**src/rtl/hvd_pkg.sv**
```systemverilog
// haversine distance package: fixed-point formats, cordic and root constants
// no dependencies; used by every module of the block
`timescale 1ns / 1ps
package hvd_pkg;

  localparam int CordicStepsDef = 24;

  // angles are q30 radians, trig values q30
  localparam int AngW      = 34;
  localparam int TrigW     = 32;
  localparam int SqrtSteps = 31;
  localparam int SqrtW     = 62;

  localparam logic signed [AngW-1:0] PiQ30     = 34'sd3373259424;
  localparam logic signed [AngW-1:0] TwoPiQ30  = 34'sd6746518848;
  localparam logic signed [AngW-1:0] HalfPiQ30 = 34'sd1686629712;
  localparam logic signed [AngW-1:0] GainQ30   = 34'sd652032874;
  localparam logic [30:0]            OneQ30    = 31'h40000000;

  localparam logic signed [AngW-1:0] AtanTab [32] = '{
    34'sh03243F6A8, 34'sh01DAC6705, 34'sh00FADBAFC, 34'sh007F56EA6,
    34'sh003FEAB76, 34'sh001FFD55B, 34'sh000FFFAAA, 34'sh0007FFF55,
    34'sh0003FFFEA, 34'sh0001FFFFD, 34'sh0000FFFFF, 34'sh00007FFFF,
    34'sh00003FFFF, 34'sh00001FFFF, 34'sh00000FFFF, 34'sh000007FFF,
    34'sh000003FFF, 34'sh000001FFF, 34'sh000000FFF, 34'sh0000007FF,
    34'sh0000003FF, 34'sh0000001FF, 34'sh0000000FF, 34'sh00000007F,
    34'sh00000003F, 34'sh00000001F, 34'sh00000000F, 34'sh000000008,
    34'sh000000004, 34'sh000000002, 34'sh000000001, 34'sh000000000
  };

  // degrees to radians: |d| = 45*q + r, q by reciprocal, r*pi/4/45 by table
  localparam int                DegDen       = 45;
  localparam logic [25:0]       DegRecip     = 26'd47721859;
  localparam int                DegShift     = 31;
  localparam int                DegFrac      = 16;
  localparam logic [29:0]       QuarterPiQ30 = 30'd843314856;

  typedef logic [29:0] rem_tab_t [DegDen];

  function automatic rem_tab_t build_rem_tab();
    rem_tab_t tab;
    for (int r = 0; r < DegDen; r++) begin
      tab[r] = 30'((64'(r) * 64'(QuarterPiQ30)) / DegDen);
    end
    return tab;
  endfunction

  localparam rem_tab_t RemTab = build_rem_tab();

  localparam logic [22:0] EarthRadiusM = 23'd6371000;
  localparam logic [24:0] DistMax      = 25'h1FFFFFF;

endpackage

```
**src/rtl/hvd_isqrt.sv**
```systemverilog
// pipelined restoring square root of a q30 value scaled by 2^30, one result bit per stage
// depends on hvd_pkg
`timescale 1ns / 1ps
module hvd_isqrt (
  input  logic        clk_i,
  input  logic        rst_ni,
  input  logic        valid_i,
  input  logic [30:0] val_i,
  output logic        valid_o,
  output logic [30:0] root_o
);
  import hvd_pkg::*;

  logic [SqrtW-1:0] v_q    [SqrtSteps+1];
  logic [SqrtW-1:0] root_q [SqrtSteps+1];
  logic [SqrtSteps:0] vld_q;

  always_ff @(posedge clk_i or negedge rst_ni) begin
    if (!rst_ni) begin
      vld_q <= '0;
    end else begin
      vld_q <= {vld_q[SqrtSteps-1:0], valid_i};
    end
  end

  always_ff @(posedge clk_i) begin
    v_q[0]    <= {1'b0, val_i, 30'd0};
    root_q[0] <= '0;
    for (int k = 0; k < SqrtSteps; k++) begin
      if (v_q[k] >= root_q[k] + (SqrtW'(1) << (2 * (SqrtSteps - 1 - k)))) begin
        v_q[k+1]    <= v_q[k] - (root_q[k] + (SqrtW'(1) << (2 * (SqrtSteps - 1 - k))));
        root_q[k+1] <= (root_q[k] >> 1) + (SqrtW'(1) << (2 * (SqrtSteps - 1 - k)));
      end else begin
        v_q[k+1]    <= v_q[k];
        root_q[k+1] <= root_q[k] >> 1;
      end
    end
  end

  assign valid_o = vld_q[SqrtSteps];
  assign root_o  = root_q[SqrtSteps][30:0];

endmodule

```
**config.mk**
```make
export PLATFORM = sky130hd
export DESIGN_NAME = hvd_isqrt
export DESIGN_NICKNAME = d
export VERILOG_FILES = /design/src/rtl/hvd_pkg.sv /design/src/rtl/hvd_isqrt.sv
export SDC_FILE = /design/constraint.sdc
export NUM_CORES = 2
export LEC_CHECK = 0
export BUFFER_PORTS_ARGS = -buffer_cell sky130_fd_sc_hd__buf_2
export CAP_MARGIN = 40
export CORE_UTILIZATION = 64
export DETAILED_ROUTE_END_ITERATION = 10
export PLACE_DENSITY = 0.8
export SKIP_LAST_GASP = 1
export SYNTH_ARGS = -nofsm -noshare
export SYNTH_HDL_FRONTEND = slang
export SYNTH_SLANG_ARGS = --single-unit
```
**constraint.sdc**
```tcl
create_clock -name clk_i -period 5.1 [get_ports clk_i]
set_clock_uncertainty 0.1 [all_clocks]
set_input_delay 1.275 -clock clk_i [delete_from_list [all_inputs] [get_ports clk_i]]
set_output_delay 1.275 -clock clk_i [all_outputs]
set_load 0.05 [all_outputs]
```
# Word level (Yosys, flattened, before mapping)
# Memory sizes are Yosys's and may differ from the RTL's.
# Cells that the tools add are included.
[totals] memories=2 inputBits=34 register_bits=32 elab_cells=344 ram_bits=3968 output_inout_bits=32
[op_classes] n_bitwise=62 muxes=155 addsub=93 order_cmp=31
[memory_table] name="root_q" words=32 width=62 rd=32 rd_ports_with_merged_regs=0 write_ports=32 line_no="hvd_isqrt.sv:15" rtl="logic [SqrtW-1:0] root_q [SqrtSteps+1];"
[memory_table] name="v_q" words=32 width=62 rd=31 rd_ports_with_merged_regs=0 write_ports=32 line_no="hvd_isqrt.sv:14" rtl="logic [SqrtW-1:0] v_q [SqrtSteps+1];"
[ops] cell="62-bit two-way mux" count=62
[ops] cell="62-bit >= comparator" count=31
[ops] cell="62-bit subtractor" count=31
[ops] cell="1-bit two-way mux" count=93
[ops] cell="61-bit by 1-bit adder with 62-bit output, second input constant" count=1
[ops] cell="61-bit by 11-bit adder with 62-bit output, second input constant" count=1
[ops] cell="61-bit by 13-bit adder with 62-bit output, second input constant" count=1
[ops] cell="61-bit by 15-bit adder with 62-bit output, second input constant" count=1
[ops] cell="61-bit by 17-bit adder with 62-bit output, second input constant" count=1
[ops] cell="61-bit by 19-bit adder with 62-bit output, second input constant" count=1
[ops] cell="61-bit by 21-bit adder with 62-bit output, second input constant" count=1
[ops] cell="61-bit by 23-bit adder with 62-bit output, second input constant" count=1
[ops] cell="61-bit by 25-bit adder with 62-bit output, second input constant" count=1
[ops] cell="61-bit by 27-bit adder with 62-bit output, second input constant" count=1
[ops] cell="61-bit by 29-bit adder with 62-bit output, second input constant" count=1
[ops] cell="61-bit by 3-bit adder with 62-bit output, second input constant" count=1
[ops] cell="61-bit by 31-bit adder with 62-bit output, second input constant" count=1
[ops] cell="61-bit by 33-bit adder with 62-bit output, second input constant" count=1
[ops] cell="61-bit by 35-bit adder with 62-bit output, second input constant" count=1
[ops] cell="61-bit by 37-bit adder with 62-bit output, second input constant" count=1
[ops] cell="61-bit by 39-bit adder with 62-bit output, second input constant" count=1
[ops] cell="61-bit by 41-bit adder with 62-bit output, second input constant" count=1
[ops] cell="61-bit by 43-bit adder with 62-bit output, second input constant" count=1
[ops] cell="61-bit by 45-bit adder with 62-bit output, second input constant" count=1
[ops] cell="43 further kinds" count=104

# Logic depth before layout (Yosys ltp)
[depth] depth_word=5 mapped_depth=15 depth_no_buf=15

# Worst setup path before layout
# OpenSTA, ideal clock, no wires.
[synth_path] kind="reg-to-reg" start="mem v_q[19][24] (netlist: v_q[4][210])" end="mem v_q[20][57] (netlist: v_q[5][57])" arrival_ns=3.293 setup_ns=0.072 required_time_ns=4.928 path_buffers=1 stages_incl_launch_ff=14 setup_slack_ns=1.636 cell_sequence="dfxtp_1 > ha_1 > fa_1 > a21o_1 > a21oi_1 > o21ai_0 > a22oi_1 > o21ai_0 > a31oi_1 > or4_1 > or4_1 > clkbuf_1 > nor3_1 > xor2_1"
[synth_lines] item="from (decl)" line_no="hvd_isqrt.sv:14"

==> summary.md <==
| Metric | Value |
|---|---|
| CP max stage delay | `0.75 ns` |
| Arr. time, crit path | `4.90 ns` |
| P_leak | `37.9 nW` |
| Clock slew at reported path FFs | `0.06 ns` |
| Slew Limit Fails | `0` |
| I/O pins | `66` |
| FMAX | `232 MHz` |
| First-pass GRT wire length | `271000 um` |
| Residual DRC | `0` |
| Count leader, synth | `dfxtp_1` |
| DPL Wire Length | `125000 um` |
| Nets | `8393` |
| Post-synth top cells | `dfxtp_1, nand2_1, inv_1, o21ai_0, ha_1` |
| Startpoint Class | `flip-flop` |
| RSZ-0062 raised after global routing | `no` |
| Rows | `123` |
| Synth top area share | `46.3%` |
| Family with the most delay on the worst path | `simple AND/OR/NAND/NOR gates` |
| Routed len/inst | `17.5 um` |
| Placed Area | `74500 um^2` |
| Core box area | `112000 um^2` |
| Final instance area | `80800 um^2` |
| Die X | `339 um` |
| Fin. Hold Viols | `0` |
| Worst-margin pin slew | `0.900 ns` |
| Setup_tns | `0 ns` |
| CTS tree | `built` |
| Max_cap viols | `0` |
| Clock sinks | `1715` |
| Crit-path cells | `ha_1 > inv_1 > fa_1 > nor2b_1 > o31a_1 > o211a_1 > a211oi_1 > o2bb2ai_1 > o22a_1 > and3_1 > or4_1 > nor4_1 > xor2_1` |
| Area growth, synth to finish | `11.1%` |
| Worst-Skew Late Latency | `0.81 ns` |
| Yosys cell types | `93` |
| Worst path bufs/invs | `1` |
| Post_cts resized | `0` |
| Dpl cells | `9182` |
| Top area cells in the synthesized netlist | `dfxtp_1, ha_1, xor2_1` |
| Initial drt markers | `3677` |
| Drt pass-1 iters | `6` |
| Final GP Congestion | `0.929` |
| Crit path kind | `flip-flop to flip-flop` |
| Gr ovfl total | `0` |
| Worst slack at placement | `0.939 ns` |
| Fin cells | `9496` |
| Post-route ant nets | `0` |
| Clk root buf | `clkbuf_16` |
| Via Count | `54600` |
| CP Capture Type | `flip-flop` |
| Final period util | `84.4%` |
| Hold Path Class | `flip-flop to flip-flop` |
| Area leader, netlist | `dfxtp_1` |
| Status | `complete, no violations` |
| Total Power | `44.2 mW` |
| #FFs+latches synth | `1715` |
| Routed wire length | `166000 um` |
| Largest net degree at the start of global routing | `54` |
| Worst VDD drop | `579 uV` |
| Port Buf Inserts | `65` |
| Initial antenna violation count | `0` |
| Total CTS buffers | `167` |
| Share of layout cells above drive strength 1 | `6.20%` |
| Hold-fix buffers, CTS | `0` |
| Overall Global Routing Usage | `28.5%` |
| Vias in the first global route | `53500` |
| Endpoints failing setup | `0` |
| Post-Syn Area | `72700 um^2` |
| Fin Hold WS | `0.228 ns` |
| Req. time, crit path | `5.70 ns` |
| Initial core utilization | `64.6%` |
| Clk buf depth | `3` |
| Async S/R FF share, synth | `1.87%` |
| Power Dens Cells | `547 nW/um^2` |
| Min Tclk post-route | `4.30 ns` |
| Syn avg cell area | `9.37 um^2` |
| Final Util | `71.8%` |
| Main synth FF type | `dfxtp_1` |
| Yosys warnings | `0` |
| H-Tree Depth | `4` |
| Vias/cell | `5.74` |
| Die height | `339 um` |
| Post-CTS setup buffers | `0` |
| Post-synth EDFFs | `0` |
| Peak fanout along the critical path | `11` |
| Crit-path slowest cell | `or4_1` |
| Share of the yosys chip area belonging to registers | `47.5%` |
| Setup ws final | `0.798 ns` |
| Die ar. | `115000 um^2` |
| Post-Synthesis Cells | `7757` |
| Headroom to the max-slew limit | `40.0%` |
[where the power goes]
group,internal [mW],switching (mW),total (mW)
clock,8.10,5.47,13.6
combinational,4.65,6.06,10.7
sequential,16.8,3.13,19.9
[worst reg2reg max path, stage by stage (launching register included)]
cell and delay [ns]:
dfxtp_1 0.38, ha_1 0.21, inv_1 0.07, fa_1 0.43
nor2b_1 0.22, o31a_1 0.21, o211a_1 0.24, a211oi_1 0.20
o2bb2ai_1 0.26, o22a_1 0.26, and3_1 0.37, or4_1 0.75
nor4_1 0.32, xor2_1 0.18
[area by class of cell]
type / count / area, um^2
antenna: 1 / 2.50
clock buffer: 221 / 4740
clock inverter: 92 / 1590
fill: 8206 / 31700
inverter: 640 / 2400
multi-input combinational: 5229 / 35100
sequential: 1715 / 34500
tap: 1500 / 1880
timing repair buffer: 98 / 577
[cell families after synthesis]
family                   Yosys count  share of synthesized area [%]
AO/OA/AOI/OAI                   1630                           13.9
XOR/XNOR                         776                           9.35
adder cells (fa/ha/maj)          508                           8.89
buffers and inverters            814                           4.42
flip-flops                      1715                           47.5
multiplexers                      32                          0.492
other                              1                        0.00516
AND/OR/NAND/NOR                 2281                           15.5
[final timing paths]
kind | from | endpoint | slack, ns | cells past startpoint
setup / recovery | v_q[6][14] | v_q[6][117] | 0.80 | 13
hold / removal | v_q[0][58] | v_q[0][120] | 0.23 | 0
setup reg to reg | v_q[6][14] | v_q[6][117] | 0.80 | 13
hold reg to reg | v_q[0][58] | v_q[0][120] | 0.23 | 0
max in group asynchronous | rst_ni | vld_q[25] | 4.04 | 1
min in group asynchronous | rst_ni | vld_q[0] | 0.42 | 1
[layout by cell type (no fill, tap or decap), drive strengths merged, types with 22 or more instances in the layout]
cell type,Yosys,layout
a2111oi,24,24
a211oi,46,46
a21o,200,200
a21oi,376,376
a31oi,45,45
and2,33,33
and3,38,38
buf,58,98
bufinv,0,28
clkbuf,116,221
clkinv,0,54
dfrtp,32,32
dfxtp,1683,1683
ha,494,494
inv,640,642
mux2,30,30
nand2,719,719
nand2b,90,90
nand3,139,139
nand4,75,75
nand4b,22,22
nor2,434,434
nor2b,68,68
nor3,250,250
nor4,155,155
o211ai,32,32
o21a,86,86
o21ai,563,563
o21bai,60,60
o31ai,52,52
or2,22,22
or3,88,88
or4,73,73
xnor2,345,345
xor2,431,431
[per-layer routing]
layer	global-route usage (%)	vias up	wire, um
met4	9.23	0	4510
met5	0	-	0
li1	-	27000	-
met1	36.8	25600	72800
met2	48.8	1599	79400
met3	4.48	346	9290
[sequential cells by signal (all words and copies together) (netlist names)]
signal / count
v_q: 1187
vld_q: 32
root_q: 496
No activity file was read; power rests on OpenSTA's default activity.
